==> src/rtl/core/b2da_pkg.sv <==
`timescale 1ns / 1ps

package b2da_pkg;

    localparam int NumDigits  = 10;
    localparam int ValueWidth = 32;
    localparam int CharWidth  = 6;
    localparam int StepWidth  = $clog2(ValueWidth);
    localparam int IndexWidth = $clog2(NumDigits);

    localparam logic [ValueWidth-1:0] LimitValue = 32'd1000000000;
    localparam logic [CharWidth-1:0]  AsciiZero  = 6'd48;
    localparam logic [CharWidth-1:0]  AsciiNine  = 6'd57;
    localparam logic [CharWidth-1:0]  NullChar   = 6'd0;
    localparam logic [StepWidth-1:0]  LastStep   = StepWidth'(ValueWidth - 1);

    typedef logic [3:0] digit_t;

    // Control shared by every digit cell in the chain.
    typedef struct packed {
        logic clear;
        logic shift;
    } cell_ctrl_t;

    typedef enum logic [4:0] {
        ST_IDLE   = 5'b00001,
        ST_CONV   = 5'b00010,
        ST_FIND   = 5'b00100,
        ST_EMIT   = 5'b01000,
        ST_REJECT = 5'b10000
    } state_t;

endpackage

==> src/rtl/core/b2da_digit_cell.sv <==
`timescale 1ns / 1ps

// One BCD digit: add 3 when the digit is five or more, then shift left
// taking the neighbor's carry into bit 0 and passing bit 3 upward.
module b2da_digit_cell (
    input  logic                aclk,
    input  logic                aresetn,
    input  b2da_pkg::cell_ctrl_t ctrl,
    input  logic                carry_in,
    output logic                carry_out,
    output b2da_pkg::digit_t    digit
);

    b2da_pkg::digit_t digit_reg;
    b2da_pkg::digit_t digit_next;
    b2da_pkg::digit_t adjusted;

    always_comb begin
        adjusted = (digit_reg >= 4'd5) ? digit_reg + 4'd3 : digit_reg;
        digit_next = digit_reg;
        if (ctrl.clear) begin
            digit_next = '0;
        end else if (ctrl.shift) begin
            digit_next = {adjusted[2:0], carry_in};
        end
    end

    always_ff @(posedge aclk) begin
        if (!aresetn) begin
            digit_reg <= '0;
        end else begin
            digit_reg <= digit_next;
        end
    end

    assign carry_out = adjusted[3];
    assign digit     = digit_reg;

endmodule

==> src/rtl/core/binary_to_decimal_ascii.sv <==
`timescale 1ns / 1ps

// Channel  Dir  Beat contents (lowest bit first)
// s_       in   tdata[31:0] = value
// m_       out  tdata[5:0] = digit_char, tdata[7:6] = 0; tlast = last; tuser = too_large
//
// A value is accepted, its 32 bits are shifted through the digit chain, the
// leading digit is located, then one character goes out per cycle while
// m_tready stays high. A rejected value (above 1000000000) gives its single beat.
// Reset (aresetn low, synchronous) clears the sequencer, the digit cells and
// the output valid flag. m_tready low holds the output beat and stalls emission;
// the last beat may still wait while the next value is accepted.
module binary_to_decimal_ascii (
    input  logic        aclk,
    input  logic        aresetn,
    input  logic        s_tvalid,
    output logic        s_tready,
    input  logic [31:0] s_tdata,   // [31:0] value
    output logic        m_tvalid,
    input  logic        m_tready,
    output logic [7:0]  m_tdata,   // [5:0] digit_char, [7:6] zero
    output logic        m_tlast,
    output logic        m_tuser    // [0] too_large
);

    localparam int N = b2da_pkg::NumDigits;

    b2da_pkg::state_t                             state_reg, state_next;
    logic [b2da_pkg::ValueWidth-1:0]              shift_reg, shift_next;
    logic [b2da_pkg::StepWidth-1:0]               step_reg, step_next;
    logic [b2da_pkg::IndexWidth-1:0]              idx_reg, idx_next;
    logic                                         m_valid_reg, m_valid_next;
    logic [b2da_pkg::CharWidth-1:0]               m_char_reg, m_char_next;
    logic                                         m_last_reg, m_last_next;
    logic                                         m_big_reg, m_big_next;

    b2da_pkg::cell_ctrl_t                         ctrl;
    b2da_pkg::digit_t                             digits [N];
    logic [N:0]                                   carry;
    logic [b2da_pkg::IndexWidth-1:0]              top;
    logic                                         s_accept;
    logic                                         slot_free;

    // Digit chain: cell 0 is the least significant digit and takes the
    // top bit of the binary shift register.
    assign carry[0] = shift_reg[b2da_pkg::ValueWidth-1];

    for (genvar g = 0; g < N; g++) begin : g_cell
        b2da_digit_cell u_cell (
            .aclk      (aclk),
            .aresetn   (aresetn),
            .ctrl      (ctrl),
            .carry_in  (carry[g]),
            .carry_out (carry[g+1]),
            .digit     (digits[g])
        );
    end

    // Locate the most significant nonzero digit; all zero points at digit 0.
    always_comb begin
        top = '0;
        for (int d = 0; d < N; d++) begin
            if (digits[d] != 4'd0) begin
                top = b2da_pkg::IndexWidth'(d);
            end
        end
    end

    assign s_tready  = (state_reg == b2da_pkg::ST_IDLE);
    assign s_accept  = s_tvalid && s_tready;
    assign slot_free = !m_valid_reg || m_tready;

    always_comb begin
        state_next   = state_reg;
        shift_next   = shift_reg;
        step_next    = step_reg;
        idx_next     = idx_reg;
        m_valid_next = m_valid_reg && !m_tready;
        m_char_next  = m_char_reg;
        m_last_next  = m_last_reg;
        m_big_next   = m_big_reg;
        ctrl.clear   = 1'b0;
        ctrl.shift   = 1'b0;

        case (state_reg)
            b2da_pkg::ST_IDLE: begin
                if (s_accept) begin
                    // Load the value and clear the chain for a fresh conversion.
                    shift_next = s_tdata;
                    step_next  = '0;
                    ctrl.clear = 1'b1;
                    if (s_tdata > b2da_pkg::LimitValue) begin
                        state_next = b2da_pkg::ST_REJECT;
                    end else begin
                        state_next = b2da_pkg::ST_CONV;
                    end
                end
            end
            b2da_pkg::ST_CONV: begin
                // Advance the chain one bit per cycle.
                ctrl.shift = 1'b1;
                shift_next = {shift_reg[b2da_pkg::ValueWidth-2:0], 1'b0};
                step_next  = step_reg + 1'b1;
                if (step_reg == b2da_pkg::LastStep) begin
                    state_next = b2da_pkg::ST_FIND;
                end
            end
            b2da_pkg::ST_FIND: begin
                idx_next   = top;
                state_next = b2da_pkg::ST_EMIT;
            end
            b2da_pkg::ST_EMIT: begin
                if (slot_free) begin
                    m_valid_next = 1'b1;
                    m_char_next  = b2da_pkg::AsciiZero + {2'b00, digits[idx_reg]};
                    m_last_next  = (idx_reg == '0);
                    m_big_next   = 1'b0;
                    if (idx_reg == '0) begin
                        state_next = b2da_pkg::ST_IDLE;
                    end else begin
                        idx_next = idx_reg - 1'b1;
                    end
                end
            end
            b2da_pkg::ST_REJECT: begin
                if (slot_free) begin
                    m_valid_next = 1'b1;
                    m_char_next  = b2da_pkg::NullChar;
                    m_last_next  = 1'b1;
                    m_big_next   = 1'b1;
                    state_next   = b2da_pkg::ST_IDLE;
                end
            end
            default: begin
                state_next = b2da_pkg::ST_IDLE;
            end
        endcase
    end

    always_ff @(posedge aclk) begin
        if (!aresetn) begin
            state_reg   <= b2da_pkg::ST_IDLE;
            step_reg    <= '0;
            idx_reg     <= '0;
            m_valid_reg <= 1'b0;
            shift_reg   <= '0;
        end else begin
            state_reg   <= state_next;
            step_reg    <= step_next;
            idx_reg     <= idx_next;
            m_valid_reg <= m_valid_next;
            shift_reg   <= shift_next;
        end
    end

    // Output payload holds while the beat waits; no reset needed.
    always_ff @(posedge aclk) begin
        m_char_reg <= m_char_next;
        m_last_reg <= m_last_next;
        m_big_reg  <= m_big_next;
    end

    assign m_tvalid = m_valid_reg;
    assign m_tdata  = {2'b00, m_char_reg};
    assign m_tlast  = m_last_reg;
    assign m_tuser  = m_big_reg;

    // A rejected value must go straight to its single null beat.
    a_reject_path: assert property (@(posedge aclk) disable iff (!aresetn)
        s_accept && (s_tdata > b2da_pkg::LimitValue) |=> state_reg == b2da_pkg::ST_REJECT)
        else $error("oversize value did not take the reject path");

    // A rejected beat is always a lone null character.
    a_reject_beat: assert property (@(posedge aclk) disable iff (!aresetn)
        m_tvalid && m_tuser |-> m_tlast && (m_tdata == 8'd0))
        else $error("reject beat is not a final null character");

    // Every beat of a converted (not rejected) value carries an ASCII digit.
    a_digit_range: assert property (@(posedge aclk) disable iff (!aresetn)
        m_tvalid && !m_tuser |->
            (m_tdata[5:0] >= b2da_pkg::AsciiZero) && (m_tdata[5:0] <= b2da_pkg::AsciiNine))
        else $error("emitted character is not a decimal digit");

    // The conversion ends on the last shift step.
    a_conv_length: assert property (@(posedge aclk) disable iff (!aresetn)
        (state_reg == b2da_pkg::ST_CONV) && (step_reg == b2da_pkg::LastStep)
            |=> state_reg == b2da_pkg::ST_FIND)
        else $error("conversion did not end on the last shift step");

endmodule

==> config.mk <==
export PLATFORM = sky130hd
export DESIGN_NAME = binary_to_decimal_ascii
export DESIGN_NICKNAME = d
export VERILOG_FILES = /design/src/rtl/core/b2da_pkg.sv /design/src/rtl/core/b2da_digit_cell.sv /design/src/rtl/core/binary_to_decimal_ascii.sv
export SDC_FILE = /design/constraint.sdc
export NUM_CORES = 1
export LEC_CHECK = 0
export BUFFER_PORTS_ARGS = -buffer_cell sky130_fd_sc_hd__buf_2
export CAP_MARGIN = 20
export CORE_MARGIN = 5
export CORE_UTILIZATION = 64
export DETAILED_ROUTE_END_ITERATION = 7
export HOLD_SLACK_MARGIN = 0.02
export PLACE_DENSITY = 0.85
export SETUP_SLACK_MARGIN = 0.02
export SYNTH_ARGS = -nofsm -noshare
export SYNTH_HDL_FRONTEND = slang
export SYNTH_SLANG_ARGS = --single-unit
==> constraint.sdc <==
create_clock -name aclk -period 4.53 [get_ports aclk]
set_clock_uncertainty 0.05 [all_clocks]
set_input_delay 0.453 -clock aclk [delete_from_list [all_inputs] [get_ports aclk]]
set_output_delay 0.453 -clock aclk [all_outputs]
set_load 0.01 [all_outputs]
== After elaboration in Yosys (flattened, before gate mapping) ==
Index checks and enable logic that the tools add are counted.
Storage, ports and cells
  register bits after elaboration: 95
  input bits: 36
  logic and storage cells: 130
Operators by class
  $add $sub $neg: 13
  magnitude comparators: 12
  equal/unequal tests: 12
  muxes and demuxes: 49
  bitwise logic cells: 2
  reductions and logical operators: 24
Operators with widths (count)
  4-bit two-way mux: 21
  32-bit one-hot mux with 2 select lines: 1
  4-bit by 3-bit >= comparator with 1-bit output (second input constant): 10
  4-bit by 2-bit adder with 4-bit output (second input constant): 9
  4-bit nonzero test: 9
  5-bit two-way mux: 7
  32-bit by 30-bit greater-than comparator with 1-bit output (second input constant): 1
  32-bit two-way mux: 1
  5-bit one-hot mux with 5 select lines: 1
  4-bit binary-select mux with 4-bit select: 1
  6-bit two-way mux: 2
  6-bit one-hot mux with 2 select lines: 1
  5-bit == test (second input constant): 2
  2-bit != test (second input constant): 5
  5-bit one-hot mux with 2 select lines: 1
  1-bit two-way mux: 9
  4-bit one-hot mux with 2 select lines: 1
  5-bit by 5-bit adder with 6-bit output (first input constant): 1
  3-bit AND reduction: 2
  2-bit nonzero test: 3
  5-bit by 1-bit adder with 5-bit output (second input constant): 1
  5-bit by 1-bit == test with 1-bit output (second input constant): 1
  5-bit by 2-bit == test with 1-bit output (second input constant): 1
  5-bit by 3-bit == test with 1-bit output (second input constant): 1
  other kinds (16): 20

== Depth between registers and ports, before layout ==
  depth in word-level cells: 11
  mapped depth: 9
  mapped depth without buffers: 7

== Hierarchy ==
From an unflattened synthesis, not the netlist that was laid out.
Unflattened totals
  cells, all modules: 648
  area total of the unflattened synthesis: 5562.8 um^2
By module, submodules not included
  binary_to_decimal_ascii: instances 1, cells an instance 318, area each 2885.3 um^2
  b2da_digit_cell: instances 10, cells an instance 33, area each 267.8 um^2

== Worst setup path before layout ==
No wires, ideal clock.
  kind: register to register
  from: register idx_reg[0] (netlist name)
  to: register idx_reg[2] (netlist name)
  setup time: 0.117 ns
  arrival time: 2.058 ns
  required time: 4.363 ns
  setup slack: 2.305 ns
  stages on the path, launching flop included: 10
  path buffers: 2
  path through: dfxtp_1 > clkbuf_1 > buf_2 > inv_1 > ha_1 > or3b_2 > nand3_1 > o21ai_1 > o21ai_0 > a32o_1
On the way
  longest elaborated chain between the ends: 4
  elaborated cells on any way between the ends: 7
RTL lines
  start: declaration: line binary_to_decimal_ascii.sv:31  | logic [b2da_pkg::IndexWidth-1:0] idx_reg, idx_next;
  start signal: assignment: line binary_to_decimal_ascii.sv:150  | idx_reg <= idx_next;
  4-bit by 1-bit subtractor with 4-bit output: line binary_to_decimal_ascii.sv:121  | idx_next = idx_reg - 1'b1;
  4-bit two-way mux: line binary_to_decimal_ascii.sv:118  | if (idx_reg == '0) begin
  4-bit two-way mux: line binary_to_decimal_ascii.sv:113  | if (slot_free) begin
  4-bit one-hot mux with 2 select lines: line binary_to_decimal_ascii.sv:85  | case (state_reg)
Several ways; a longest one is shown, not always the timed one. The select of a mux whose other input is x is not followed.
A chain may end at the register's enable or synchronous reset.

== Worst setup path in the final report ==
Same ends and word-level chain as after synthesis.

==> flow_metrics.tcl <==
set metrics [dict create \
    status "finished, final reports clean" \
    grt_pass1_wl_um 20000 \
    post_route_drc_violation_count 0 \
    post-layout-total-power_mw 1.65 \
    timing.critical_path.max_delay_family "compound AO/OA/AOI/OAI gates" \
    grtUsageMet3 0.0292 \
    number_of_fill_cells_in_the_layout 579 \
    numPortBuffers 45 \
    holdPathEnd "state_reg[4]$_SDFFE_PN0P_" \
    whs_path_depth 3 \
    synth_warnings 0 \
    finalWeightedCongestion 0.842 \
    worst_pin_slew_ps 890 \
    hp-class "input pin to flop" \
    headroom_to_the_max_slew_limit 0.406 \
    totalWireLength_um 11400 \
    clock_tree.htree_level_count 3 \
    worstPathBufferInverterCount 1 \
    grt_setup_unrepaired "false" \
    dp_hpwl_um 7880 \
    worst-path-max-fanout 16 \
    num_antenna_cells 0 \
    gr-usage-met2 0.406 \
    die_area_mm2 0.0100 \
    synth.top_cell.area_share 0.335 \
    min_from "s_tvalid" \
    grt_usage 0.238 \
    critical_path.cell_chain "inv_1, ha_1, or3b_2, nand3_1, o21ai_1, o21ai_0, a32o_1" \
    placement_rows 32 \
    grt_busiest_layer "met2" \
    tritoncts_clock_tree "done" \
    report.final.slew_viol_count 0 \
    crit_path_top_delay_cell "dfxtp_1" \
    maxClockFrequency_mhz 395 \
    clock_sinks 94 \
    critPathMaxStageDelay_ps 800 \
    globalRoute.totalOverflow 0 \
    worstSetupEndpointType "flop" \
    postCtsResizedCells 0 \
    drt-vias-per-instance 6.14 \
    worstPathArrival_ps 2730 \
    rr_startpoint "idx_reg[0]$_SDFFE_PN0P_" \
    hold_viol_final 0 \
    ys_dominant_reg_cell "dfxtp_1" \
    synth.cell_area_mm2 0.00520 \
    die_width_um 100 \
    die_height_um 100 \
    worst_voltage_drop_across_the_vdd_grid_mv 0.161 \
    max-cap-violations 0 \
    setup_tns_ps 0 \
    antenna_violations_before_repair 0 \
    via_count_of_the_first_global_routing_pass 4330 \
    largest_cells_by_area_after_synthesis "dfxtp_1 (34%), mux2i_1 (9.4%), a211oi_1 (7.1%)" \
    drt-wirelength-per-cell_um 15.7 \
    clock_insertion_delay_worst_skew_ps 360 \
    synthCells 596 \
    antenna_violating_nets_post_route 0 \
    clkSlewWorstSetupHoldPaths_ps 90 \
    r2r_setup_slack_ps 2000 \
    critPathLaunchType "flop" \
    total_leakage_power_nw 2.30 \
    synth-edff-count 7 \
    synth_async_sr_flop_share 0 \
    final_period_minus_worst_setup_slack_ps 2530 \
    timing.final.setup_violations 0 \
    synth.ff_latch_count 94 \
    path_class "flop to flop" \
    worst_r2r_path_depth 7 \
    core_region_area_mm2 0.00781 \
    critical_path.reg2reg.endpoint "idx_reg[2]$_SDFFE_PN0P_" \
    floorplan.io_pins 48 \
    power-per-cell-area_mw_per_mm2 291 \
    nNetsFinal 680 \
    postSynthAreaPerCell_um2 8.72 \
    syn2layout_area_growth_pct 8.74 \
    largest_register_ff_count 40 \
    yosysTopAreaCell "dfxtp_1" \
    clock_tree.root_cell "clkbuf_8" \
    cts.hold.buffers_added 0 \
    grt_max_degree 96 \
    critical_path_required_ps 4730 \
    drt_iter0_markers 250 \
    global_route.usage.met1 0.314 \
    initial_utilization 0.666 \
    cts_setup_buffers 0 \
    cts-root-to-sink-buffers 2 \
    layout_worst_path_cycle_share 0.559 \
    ys_types 52 \
    via_count 4466 \
    yosysSeqAreaShare 0.375 \
    layout-drive-gt1-share 0.122 \
    first_pass_iters 5 \
    cts_inserted_buffers 9 \
]
cells in the mapped netlist, types with 2 or more instances:
cell type,instances
dfxtp_1,87
nor2_1,63
a21oi_1,52
nand2_1,50
a211oi_1,49
mux2i_1,49
o21ai_0,28
inv_1,26
ha_1,23
clkbuf_1,22
nand3_1,19
nor3b_1,15
nand2b_1,12
xnor2_1,10
buf_2,9
mux4_2,8
edfxtp_1,7
nand3b_1,5
o22a_1,5
and2_1,4
buf_1,4
nand4_1,4
nor3_1,4
and3_1,3
buf_4,3
nor4_1,3
o31ai_1,3
a31oi_1,2
nor2b_1,2
nor4b_1,2
xor2_1,2
per-stage QoR:
stage / hold WS [ps] / worst slack, ps / utilization / instances / area [um^2]
after floorplan: 382 / 2300 / - / 597 / 5200
after global placement: 407 / 2210 / 0.696 / 712 / 5440
after detailed placement: 412 / 2100 / 0.696 / 712 / 5440
after CTS: 345 / 2050 / 0.724 / 727 / 5650
after global routing: 389 / 1770 / 0.724 / 727 / 5650
final: 351 / 2000 / 0.724 / 727 / 5650
cell type report:
class                   count  area, um^2  area share
well taps                 102         128      0.0226
inverters                  26        97.6      0.0173
flip-flops and latches     94        1950       0.345
clock inverters             2        37.5     0.00664
multi-input cells         439        2990       0.529
repair buffers             51         270      0.0478
clock buffers              13         180      0.0319
routing by layer:
metal | vias up | routed length, um
li1 | 2189 | -
met1 | 2109 | 5000
met3 | 18 | 679
met4 | 0 | 184
met2 | 150 | 5580
met5 | - | 0
worst min-delay path, cell delays in order:
cell and delay [ps]:
buf_2 130, nand3_1 70, o31ai_1 60
layout by cell type, fill, tap and decap left out, drive strengths merged, types with 4 or more instances in the layout:
master  synthesis  layout
o21ai          29      29
mux2i          49      49
o22a            5       5
and2            4       4
inv            26      26
nand4           4       4
nand2b         12      12
nand2          50      50
nor2           63      63
nor3b          15      15
nand3          19      19
dfxtp          87      87
nand3b          5       5
clkbuf         22      13
a211oi         49      49
edfxtp          7       7
ha             23      23
a21oi          52      52
nor3            4       4
xnor2          10      10
buf            16      51
mux4            8       8
worst max-delay path by stage:
stage | from | end | cells past startpoint
2_1_floorplan | idx_reg[0]$_SDFFE_PN0P_ | idx_reg[2]$_SDFFE_PN0P_ | 9
3_3_place_gp | idx_reg[0]$_SDFFE_PN0P_ | idx_reg[2]$_SDFFE_PN0P_ | 7
3_5_place_dp | idx_reg[0]$_SDFFE_PN0P_ | idx_reg[2]$_SDFFE_PN0P_ | 7
4_1_cts | idx_reg[0]$_SDFFE_PN0P_ | idx_reg[2]$_SDFFE_PN0P_ | 7
5_1_grt | idx_reg[0]$_SDFFE_PN0P_ | idx_reg[2]$_SDFFE_PN0P_ | 7
6_report | idx_reg[0]$_SDFFE_PN0P_ | idx_reg[2]$_SDFFE_PN0P_ | 7
kinds of logic after synthesis:
group	synth area share
other	0.000721
and+or+nand+nor	0.178
buffers and inverters	0.0505
AOI/OAI and AO/OA	0.191
DFF	0.375
xor gates and xnor gates	0.0202
muxes	0.129
adders and majority gates	0.0554
report_power, final:
part	leakage, nW	switching (mW)	internal [mW]
Combinational	1.42	0.0916	0.0694
Clock	0.107	0.288	0.317
Sequential	0.769	0.0169	0.865
Total	2.30	0.396	1.25
Note: power is estimated with default switching activity, not from simulation.
